### src/hdl/eight_way_motion_quantizer_defines.svh
`ifndef EIGHT_WAY_MOTION_QUANTIZER_DEFINES_SVH
`define EIGHT_WAY_MOTION_QUANTIZER_DEFINES_SVH

// Same-cycle implication, sampled on clk, quiet while rst_n is low.
`define EWMQ_ASSERT_IMPL(label, ante, cons, msg) \
    label: assert property (@(posedge clk) disable iff (!rst_n) (ante) |-> (cons)) \
        else $error(msg);

// Next-cycle implication, sampled on clk, quiet while rst_n is low.
`define EWMQ_ASSERT_NEXT(label, ante, cons, msg) \
    label: assert property (@(posedge clk) disable iff (!rst_n) (ante) |=> (cons)) \
        else $error(msg);

`endif

### src/hdl/ewmq_pkg.sv
`timescale 1ns / 1ps

package ewmq_pkg;

    typedef enum logic [1:0] {
        FUNC_MOTION = 2'd0,
        FUNC_CLICK  = 2'd1,
        FUNC_STEP   = 2'd2,
        FUNC_RESET  = 2'd3
    } func_t;

    typedef enum logic [3:0] {
        DIR_IDLE       = 4'd0,
        DIR_UP         = 4'd1,
        DIR_UP_RIGHT   = 4'd2,
        DIR_RIGHT      = 4'd3,
        DIR_DOWN_RIGHT = 4'd4,
        DIR_DOWN       = 4'd5,
        DIR_DOWN_LEFT  = 4'd6,
        DIR_LEFT       = 4'd7,
        DIR_UP_LEFT    = 4'd8,
        DIR_CLICK      = 4'd9
    } dir_t;

    localparam logic REG_PERIOD_MS = 1'b0;
    localparam logic REG_DEADZONE  = 1'b1;

    localparam logic [15:0] PERIOD_RESET   = 16'd100;
    localparam logic [15:0] PERIOD_MIN     = 16'd16;
    localparam logic [15:0] DEADZONE_RESET = 16'd32;

    typedef struct packed {
        func_t              func;
        logic signed [15:0] delta_x;
        logic signed [15:0] delta_y;
        logic [31:0]        now_ms;
    } item_t;

    typedef struct packed {
        logic fired;
        logic changed;
        dir_t direction;
    } result_t;

    typedef struct packed {
        logic [15:0] period_ms;
        logic [15:0] deadzone;
    } cfg_t;

endpackage

### src/hdl/ewmq_sector.sv
`timescale 1ns / 1ps

module ewmq_sector
    import ewmq_pkg::*;
#(
    parameter int ACCUM_BITS = 24
)
(
    input  logic signed [ACCUM_BITS-1:0] x,
    input  logic signed [ACCUM_BITS-1:0] y,
    input  logic [15:0]                  deadzone,
    output dir_t                         direction
);

    localparam int PROD_BITS = 2 * ACCUM_BITS;
    localparam int SQ_BITS   = 2 * ACCUM_BITS + 2;

    logic [ACCUM_BITS-1:0] mag_x;
    logic [ACCUM_BITS-1:0] mag_y;
    logic [ACCUM_BITS-1:0] dz_ext;
    logic [ACCUM_BITS:0]   mag_sum;
    logic [SQ_BITS-1:0]    sq_sum;
    logic [PROD_BITS-1:0]  sq_x;
    logic [PROD_BITS-1:0]  sq_y;
    logic                  reached;
    logic                  flat;
    logic                  steep;
    logic                  x_pos;
    logic                  y_pos;

    // Most negative value negates onto itself, which reads right as unsigned.
    assign mag_x  = x[ACCUM_BITS-1] ? $unsigned(-x) : $unsigned(x);
    assign mag_y  = y[ACCUM_BITS-1] ? $unsigned(-y) : $unsigned(y);
    assign dz_ext = {{(ACCUM_BITS-16){1'b0}}, deadzone};

    assign reached = (mag_x >= dz_ext) || (mag_y >= dz_ext);

    // a < tan(22.5 deg) * b  <=>  a < b and (a + b)^2 < 2 b^2, exact in integers
    assign mag_sum = {1'b0, mag_x} + {1'b0, mag_y};
    assign sq_sum  = SQ_BITS'(mag_sum) * SQ_BITS'(mag_sum);
    assign sq_x    = PROD_BITS'(mag_x) * PROD_BITS'(mag_x);
    assign sq_y    = PROD_BITS'(mag_y) * PROD_BITS'(mag_y);

    assign flat  = (mag_y < mag_x) && (sq_sum < {1'b0, sq_x, 1'b0});
    assign steep = (mag_x < mag_y) && (sq_sum < {1'b0, sq_y, 1'b0});

    assign x_pos = !x[ACCUM_BITS-1] && (x != '0);
    assign y_pos = !y[ACCUM_BITS-1] && (y != '0);

    always_comb
    begin
        if (!reached)
        begin
            direction = DIR_IDLE;
        end
        else if ((mag_x == '0) && (mag_y == '0))
        begin
            // zero deadzone with no motion lands on angle zero
            direction = DIR_RIGHT;
        end
        else if (flat)
        begin
            direction = x_pos ? DIR_RIGHT : DIR_LEFT;
        end
        else if (steep)
        begin
            direction = y_pos ? DIR_DOWN : DIR_UP;
        end
        else if (y_pos)
        begin
            direction = x_pos ? DIR_DOWN_RIGHT : DIR_DOWN_LEFT;
        end
        else
        begin
            direction = x_pos ? DIR_UP_RIGHT : DIR_UP_LEFT;
        end
    end

endmodule

### src/hdl/ewmq_core.sv
`timescale 1ns / 1ps

module ewmq_core
    import ewmq_pkg::*;
#(
    parameter int ACCUM_BITS = 24
)
(
    input  logic    clk,
    input  logic    rst_n,
    input  logic    process,
    input  item_t   item,
    input  cfg_t    cfg,
    output logic    result_valid,
    output result_t result
);

    localparam logic signed [ACCUM_BITS-1:0] ACC_MAX = {1'b0, {(ACCUM_BITS-1){1'b1}}};
    localparam logic signed [ACCUM_BITS-1:0] ACC_MIN = {1'b1, {(ACCUM_BITS-1){1'b0}}};

    logic signed [ACCUM_BITS-1:0] accum_x_reg, accum_x_next;
    logic signed [ACCUM_BITS-1:0] accum_y_reg, accum_y_next;
    logic                         click_reg, click_next;
    dir_t                         stored_dir_reg, stored_dir_next;
    logic [31:0]                  next_due_reg, next_due_next;

    logic signed [ACCUM_BITS:0]   sum_x;
    logic signed [ACCUM_BITS:0]   sum_y;
    logic signed [ACCUM_BITS-1:0] sat_x;
    logic signed [ACCUM_BITS-1:0] sat_y;
    dir_t                         sector_dir;
    dir_t                         eval_dir;
    logic                         due;

    ewmq_sector #(
        .ACCUM_BITS (ACCUM_BITS)
    ) u_sector (
        .x         (accum_x_reg),
        .y         (accum_y_reg),
        .deadzone  (cfg.deadzone),
        .direction (sector_dir)
    );

    assign sum_x = {accum_x_reg[ACCUM_BITS-1], accum_x_reg} + (ACCUM_BITS+1)'(item.delta_x);
    assign sum_y = {accum_y_reg[ACCUM_BITS-1], accum_y_reg} + (ACCUM_BITS+1)'(item.delta_y);

    // clamp when the carry-out disagrees with the sign bit
    assign sat_x = (sum_x[ACCUM_BITS] != sum_x[ACCUM_BITS-1])
                 ? (sum_x[ACCUM_BITS] ? ACC_MIN : ACC_MAX) : sum_x[ACCUM_BITS-1:0];
    assign sat_y = (sum_y[ACCUM_BITS] != sum_y[ACCUM_BITS-1])
                 ? (sum_y[ACCUM_BITS] ? ACC_MIN : ACC_MAX) : sum_y[ACCUM_BITS-1:0];

    assign eval_dir = click_reg ? DIR_CLICK : sector_dir;
    assign due      = (item.now_ms >= next_due_reg);

    always_comb
    begin
        accum_x_next    = accum_x_reg;
        accum_y_next    = accum_y_reg;
        click_next      = click_reg;
        stored_dir_next = stored_dir_reg;
        next_due_next   = next_due_reg;
        result_valid    = process && (item.func == FUNC_STEP);
        result.fired     = 1'b0;
        result.changed   = 1'b0;
        result.direction = stored_dir_reg;

        if (process)
        begin
            case (item.func)
                FUNC_MOTION:
                begin
                    accum_x_next = sat_x;
                    accum_y_next = sat_y;
                end
                FUNC_CLICK:
                begin
                    click_next = 1'b1;
                end
                FUNC_STEP:
                begin
                    if (due)
                    begin
                        next_due_next    = item.now_ms + 32'(cfg.period_ms);
                        accum_x_next     = '0;
                        accum_y_next     = '0;
                        click_next       = 1'b0;
                        stored_dir_next  = eval_dir;
                        result.fired     = 1'b1;
                        result.changed   = (eval_dir != stored_dir_reg);
                        result.direction = eval_dir;
                    end
                end
                FUNC_RESET:
                begin
                    accum_x_next    = '0;
                    accum_y_next    = '0;
                    click_next      = 1'b0;
                    stored_dir_next = DIR_IDLE;
                    next_due_next   = '0;
                end
                default:
                begin
                end
            endcase
        end
    end

    always_ff @(posedge clk or negedge rst_n)
    begin
        if (!rst_n)
        begin
            accum_x_reg    <= '0;
            accum_y_reg    <= '0;
            click_reg      <= 1'b0;
            stored_dir_reg <= DIR_IDLE;
            next_due_reg   <= '0;
        end
        else
        begin
            accum_x_reg    <= accum_x_next;
            accum_y_reg    <= accum_y_next;
            click_reg      <= click_next;
            stored_dir_reg <= stored_dir_next;
            next_due_reg   <= next_due_next;
        end
    end

endmodule

### src/hdl/eight_way_motion_quantizer.sv
`timescale 1ns / 1ps
// Eight-way motion quantizer. Takes one item per clock while the input is not held: an
// accepted beat sits in the input register until it advances, and is applied to the
// accumulator and timer state as it leaves, at the edge that loads a step item's
// result beat into the result register, from which the result is presented.
// Motion, click and reset items give no result. Only a step item waiting on a full,
// stalled result register holds the input; the sector test's squarers work
// combinationally on the accumulator registers, so they never hold the input.
// Configuration writes take effect at once and should only be issued while idle.
`include "eight_way_motion_quantizer_defines.svh"

module eight_way_motion_quantizer
    import ewmq_pkg::*;
#(
    parameter int ACCUM_BITS = 24
)
(
    input  logic        clk,
    input  logic        rst_n,
    input  logic        item_valid,
    output logic        item_ready,
    input  item_t       item,
    output logic        result_valid,
    input  logic        result_ready,
    output result_t     result,
    input  logic        wr_en,
    input  logic        wr_index,
    input  logic [15:0] wr_data
);

    logic [15:0] period_reg;
    logic [15:0] deadzone_reg;
    cfg_t        cfg;

    logic        stage_valid_reg, stage_valid_next;
    item_t       stage_item_reg, stage_item_next;
    logic        stage_is_step;
    logic        advance;

    logic        core_valid;
    result_t     core_result;

    logic        result_valid_reg, result_valid_next;
    result_t     result_reg, result_next;

    always_ff @(posedge clk or negedge rst_n)
    begin
        if (!rst_n)
        begin
            period_reg   <= PERIOD_RESET;
            deadzone_reg <= DEADZONE_RESET;
        end
        else if (wr_en)
        begin
            case (wr_index)
                REG_PERIOD_MS: period_reg   <= (wr_data < PERIOD_MIN) ? PERIOD_MIN : wr_data;
                REG_DEADZONE:  deadzone_reg <= wr_data;
                default:       ;
            endcase
        end
    end

    assign cfg.period_ms = period_reg;
    assign cfg.deadzone  = deadzone_reg;

    // only a step needs room in the result register
    assign stage_is_step = (stage_item_reg.func == FUNC_STEP);
    assign advance       = stage_valid_reg
                         && (!stage_is_step || !result_valid_reg || result_ready);
    assign item_ready    = !stage_valid_reg || advance;

    always_comb
    begin
        stage_valid_next = stage_valid_reg;
        stage_item_next  = stage_item_reg;
        if (item_valid && item_ready)
        begin
            stage_valid_next = 1'b1;
            stage_item_next  = item;
        end
        else if (advance)
        begin
            stage_valid_next = 1'b0;
        end
    end

    ewmq_core #(
        .ACCUM_BITS (ACCUM_BITS)
    ) u_core (
        .clk          (clk),
        .rst_n        (rst_n),
        .process      (advance),
        .item         (stage_item_reg),
        .cfg          (cfg),
        .result_valid (core_valid),
        .result       (core_result)
    );

    always_comb
    begin
        result_valid_next = result_valid_reg;
        result_next       = result_reg;
        if (core_valid)
        begin
            result_valid_next = 1'b1;
            result_next       = core_result;
        end
        else if (result_ready)
        begin
            result_valid_next = 1'b0;
        end
    end

    always_ff @(posedge clk or negedge rst_n)
    begin
        if (!rst_n)
        begin
            stage_valid_reg  <= 1'b0;
            result_valid_reg <= 1'b0;
        end
        else
        begin
            stage_valid_reg  <= stage_valid_next;
            result_valid_reg <= result_valid_next;
        end
    end

    always_ff @(posedge clk)
    begin
        stage_item_reg <= stage_item_next;
        result_reg     <= result_next;
    end

    assign result_valid = result_valid_reg;
    assign result       = result_reg;

    `EWMQ_ASSERT_IMPL(a_changed_needs_fire, result_valid_reg && !result_reg.fired, !result_reg.changed, "changed reported without a fired evaluation")
    `EWMQ_ASSERT_IMPL(a_result_from_step, $rose(result_valid_reg), $past(advance && stage_is_step), "result beat not caused by a step item")
    `EWMQ_ASSERT_NEXT(a_stage_holds, stage_valid_reg && !advance, stage_valid_reg && $stable(stage_item_reg), "stalled item lost from input register")

endmodule

### config.mk
export PLATFORM = sky130hd
export DESIGN_NAME = eight_way_motion_quantizer
export DESIGN_NICKNAME = d
export VERILOG_FILES = /design/src/hdl/ewmq_pkg.sv /design/src/hdl/ewmq_sector.sv /design/src/hdl/ewmq_core.sv /design/src/hdl/eight_way_motion_quantizer.sv
export VERILOG_INCLUDE_DIRS = /design/src /design/src/hdl
export SDC_FILE = /design/constraint.sdc
export NUM_CORES = 2
export LEC_CHECK = 0
export BUFFER_PORTS_ARGS = -buffer_cell sky130_fd_sc_hd__buf_4
export CAP_MARGIN = 5
export CORE_ASPECT_RATIO = 0.75
export CORE_MARGIN = 1.5
export CORE_UTILIZATION = 45
export DETAILED_ROUTE_END_ITERATION = 10
export PLACE_DENSITY = 0.66
export SYNTH_ARGS = -nofsm -noshare
export SYNTH_HDL_FRONTEND = slang
export SYNTH_SLANG_ARGS = --single-unit
### constraint.sdc
create_clock -name clk -period 14.5 [get_ports clk]
set_clock_uncertainty 0.2 [all_clocks]
set_input_delay 0.725 -clock clk [delete_from_list [all_inputs] [get_ports clk]]
set_output_delay 0.725 -clock clk [all_outputs]
set_load 0.05 [all_outputs]
==> results.txt <==
- Area grow syn2layout: 7.92%
- Top_reg_cell synth: sky130_fd_sc_hd__dfrtp_1
- Mapped Cells: 6994
- Clock tree from TritonCTS: built
* Async set or reset register ratio after synthesis: 0.623
- The region available for standard cell placement spans approximately 140000 um2.
- Endpoint type of the worst setup path: flop
- Number of enable flip-flop cells after synthesis: just over 70
- Library cell occupying the most area in the post-synthesis netlist: sky130_fd_sc_hd__fa_1
- After global routing the overflow that remains totals 0.
- CTS Buf Count: 25
- Launch instance of the worst register-to-register path: u_core.accum_y_reg[1]
* WL per Instance: between 20 and 25 um
- Headroom to the max-slew limit came out at 0.225.
- Number of flip-flops under the largest register name: 66
* Worst-Margin Slew: 1.15 ns
* Total routing usage reported by global routing: 0.272
* Synthesized area: roughly 64000 um2
- Data on the critical path arrives at its endpoint at between 10 and 15 ns.
* Share of post-route cells with drive strength above 1: 0.0694
* Width of the die: 440 um
* Gpl congestion: 0.986
- Type of the most critical hold path: in -> async
- Buffer depth of the longest clock path: 3
- Clock tree synthesis selected as its root buffer the cell sky130_fd_sc_hd__clkbuf_16.
- Core Rows: about 120
- Outcome: completed
- Violation count after the first detailed-route iteration: 4234
* Die Area: 145000 um2
- Most used cell along the critical path: sky130_fd_sc_hd__fa_1
- TNS Setup: 0 ns
* Final min period: approximately 14 ns
* Final Max Tran Viols: 0
* DRT antenna net count: 0
- CP peak stage delay: 0.92 ns
- Hold WS: 0.0502 ns
* Area share of the leading cell type in the synthesized netlist: 0.410
* Number of global-route vias before repair: 51602
- Counting cells, the worst reg-to-reg path comes to 43.
- The final hold violation count came to 0.
* IO Count: 96
* Diode count: 0
* Post-synthesis sequential element count: 191
* Reg2reg setup slack: roughly 0.49 ns
- The clock drives 191 sinks.
* Reg-to-reg critical path endpoint: result[4]
- From bottom edge to top edge, the die measures between 300 and 400 um.
- Mean instance size in the synthesized netlist: 9.20 um2
- Of the available clock period, the critical path in the final layout requires 0.966.
* Clock latency on the worst-skew pair: 0.50 ns
- The number of antenna violations at the first check in global routing is 3.
- Derived from the worst setup path, the maximum achievable clock frequency is 71.4 MHz.
- The first TritonRoute pass finished after 6 iterations.
- Type of the setup path with the least slack: reg -> reg
- The worst setup path is launched from a flop.
* Count of endpoints failing setup in the final report: 0
- The H-tree was split into 4 levels.
- HPWL after DPL: 160000 um
- After detailed routing, the total wire length is 192000 um.
- Avg Vias per Cell: approximately 5.5
- Clock-pin slew reported for the worst setup and hold paths after clock tree synthesis: 0.08 ns
- At the end of the flow, the number of nets in the layout was 9338.
- Number of different library cells in the post-synthesis netlist: 106
- Port buffer count: 95
* Crit path max fanout: 17
* Synth warnings: 0
- Global-route wire length before repair: 303000 um
* Starting density of the core: 0.456
- For this run, the register share of the synthesized area comes to 0.0799.
- Maximum number of pins on one net before global-route repair: 69
- On the critical path, the stage with the largest delay is an instance of sky130_fd_sc_hd__clkinv_1.
- DRC viols: 0
- The routed layout has approximately 50000 vias.
- Required time of the worst setup path: 14.54 ns
* Top area cells in the synthesized netlist: sky130_fd_sc_hd__fa_1 (41%), sky130_fd_sc_hd__ha_1 (15%), sky130_fd_sc_hd__inv_1 (10%)
* Number of max-cap violations: 0
## worst max path at each step
stage                           from         to  slack, ns  cells past startpoint
6_report       u_core.accum_y_reg[1]  result[4]       0.49                     43
3_5_place_dp   u_core.accum_x_reg[1]  result[4]       0.07                     63
5_1_grt        u_core.accum_x_reg[4]  result[4]      -0.08                     63
3_3_place_gp   u_core.accum_x_reg[9]  result[4]       0.21                     59
2_1_floorplan  u_core.accum_x_reg[0]  result[4]       0.42                     64
4_1_cts        u_core.accum_x_reg[9]  result[4]       0.04                     56
## worst max-delay path, delay by kind of cell, from the launching register on
kind	cells	cell delay, ns
and+or+nand+nor	9	1.50
buffers and inverters	5	1.22
xor gates and xnor gates	3	1.73
adders and majority gates	12	4.98
AOI/OAI and AO/OA	14	3.65
DFF	1	0.46
## per-stage QoR
| stage | cell area (um2) | util | setup slack (ns) | std cells |
|---|---|---|---|---|
| 5_1_grt | 69500 | 0.492 | -0.0782 | 9032 |
| 4_1_cts | 69000 | 0.489 | 0.0449 | 9016 |
| 3_3_place_gp | 68300 | 0.484 | 0.213 | 8983 |
| 3_5_place_dp | 68300 | 0.484 | 0.0728 | 8983 |
| 2_1_floorplan | 64500 | - | 0.422 | 7026 |
| 6_report | 69500 | 0.492 | 0.490 | 9032 |
## cell type report
| cell class | count | area, um2 |
|---|---|---|
| Fill cell | 13195 | 71700 |
| Multi-Input combinational cell | 4851 | 52400 |
| Inverter | 1801 | 6770 |
| Sequential cell | 191 | 5140 |
| Tap cell | 1875 | 2350 |
| Timing Repair Buffer | 281 | 2110 |
| Clock buffer | 29 | 662 |
| Clock inverter | 4 | 45.0 |
## cells in the final DEF, fill, tap and decap left out, types with 34 or more instances in the layout
master                        n
sky130_fd_sc_hd__nand2_1    464
sky130_fd_sc_hd__nand3_1     64
sky130_fd_sc_hd__fa_1      1316
sky130_fd_sc_hd__o21a_1      36
sky130_fd_sc_hd__nand2b_1    52
sky130_fd_sc_hd__inv_1     1776
sky130_fd_sc_hd__nor3_1      50
sky130_fd_sc_hd__nor2_1     620
sky130_fd_sc_hd__a21o_1     138
sky130_fd_sc_hd__buf_4      280
sky130_fd_sc_hd__xor2_1      87
sky130_fd_sc_hd__xnor2_1    154
sky130_fd_sc_hd__nor2b_1     41
sky130_fd_sc_hd__nand4_1     42
sky130_fd_sc_hd__o21bai_1    49
sky130_fd_sc_hd__ha_1       776
sky130_fd_sc_hd__o21ai_0    164
sky130_fd_sc_hd__dfrtp_1    115
sky130_fd_sc_hd__edfxtp_1    72
sky130_fd_sc_hd__conb_1      34
sky130_fd_sc_hd__a21oi_1    218
## cells in the mapped netlist, drive strengths merged, types with 24 or more instances
library cell	count
xor2	96
a21oi	225
nor2b	43
nor2	626
nor4	33
xnor2	179
dfrtp	115
a211oi	30
fa	1317
nor3	54
inv	1787
clkbuf	161
o21bai	49
nand2b	52
o21ai	183
a22o	28
ha	782
mux2	28
nand4	43
nand2	469
a31oi	24
and3	24
edfxtp	72
o22ai	33
a21o	139
o21a	36
nand3	66
## repair_timing
item,4_1_cts,5_1_grt
hold buffers,0,0
setup endpoints to repair,1,9
resized for setup,1,86
buffers inserted,0,16
pin swaps,0,36
## per-layer routing
layer  part of all wire  up-vias  GRT usage  wire length (um)
met5           0.000057        -          0                11
met1               0.46    25093      0.415             87700
met2               0.42     2081      0.398             80200
met3               0.10      258     0.0571             19900
met4              0.023        2     0.0522              4440
li1                   -    21927          -                 -
## logic make-up (layout without fill, tap and decap cells)
family,count (synthesis),in the layout,share of synthesized area
AOI/OAI and AO/OA,905,905,0.0936
DFF,191,191,0.0799
xor gates and xnor gates,275,275,0.0385
buffers and inverters,1984,2115,0.116
muxes,32,32,0.00552
and+or+nand+nor,1496,1496,0.103
adders and majority gates,2109,2109,0.563
other,2,34,0.000117
Power is not shown: default switching activity piles up to over one toggle a cycle in this logic, so the estimate is an artifact.
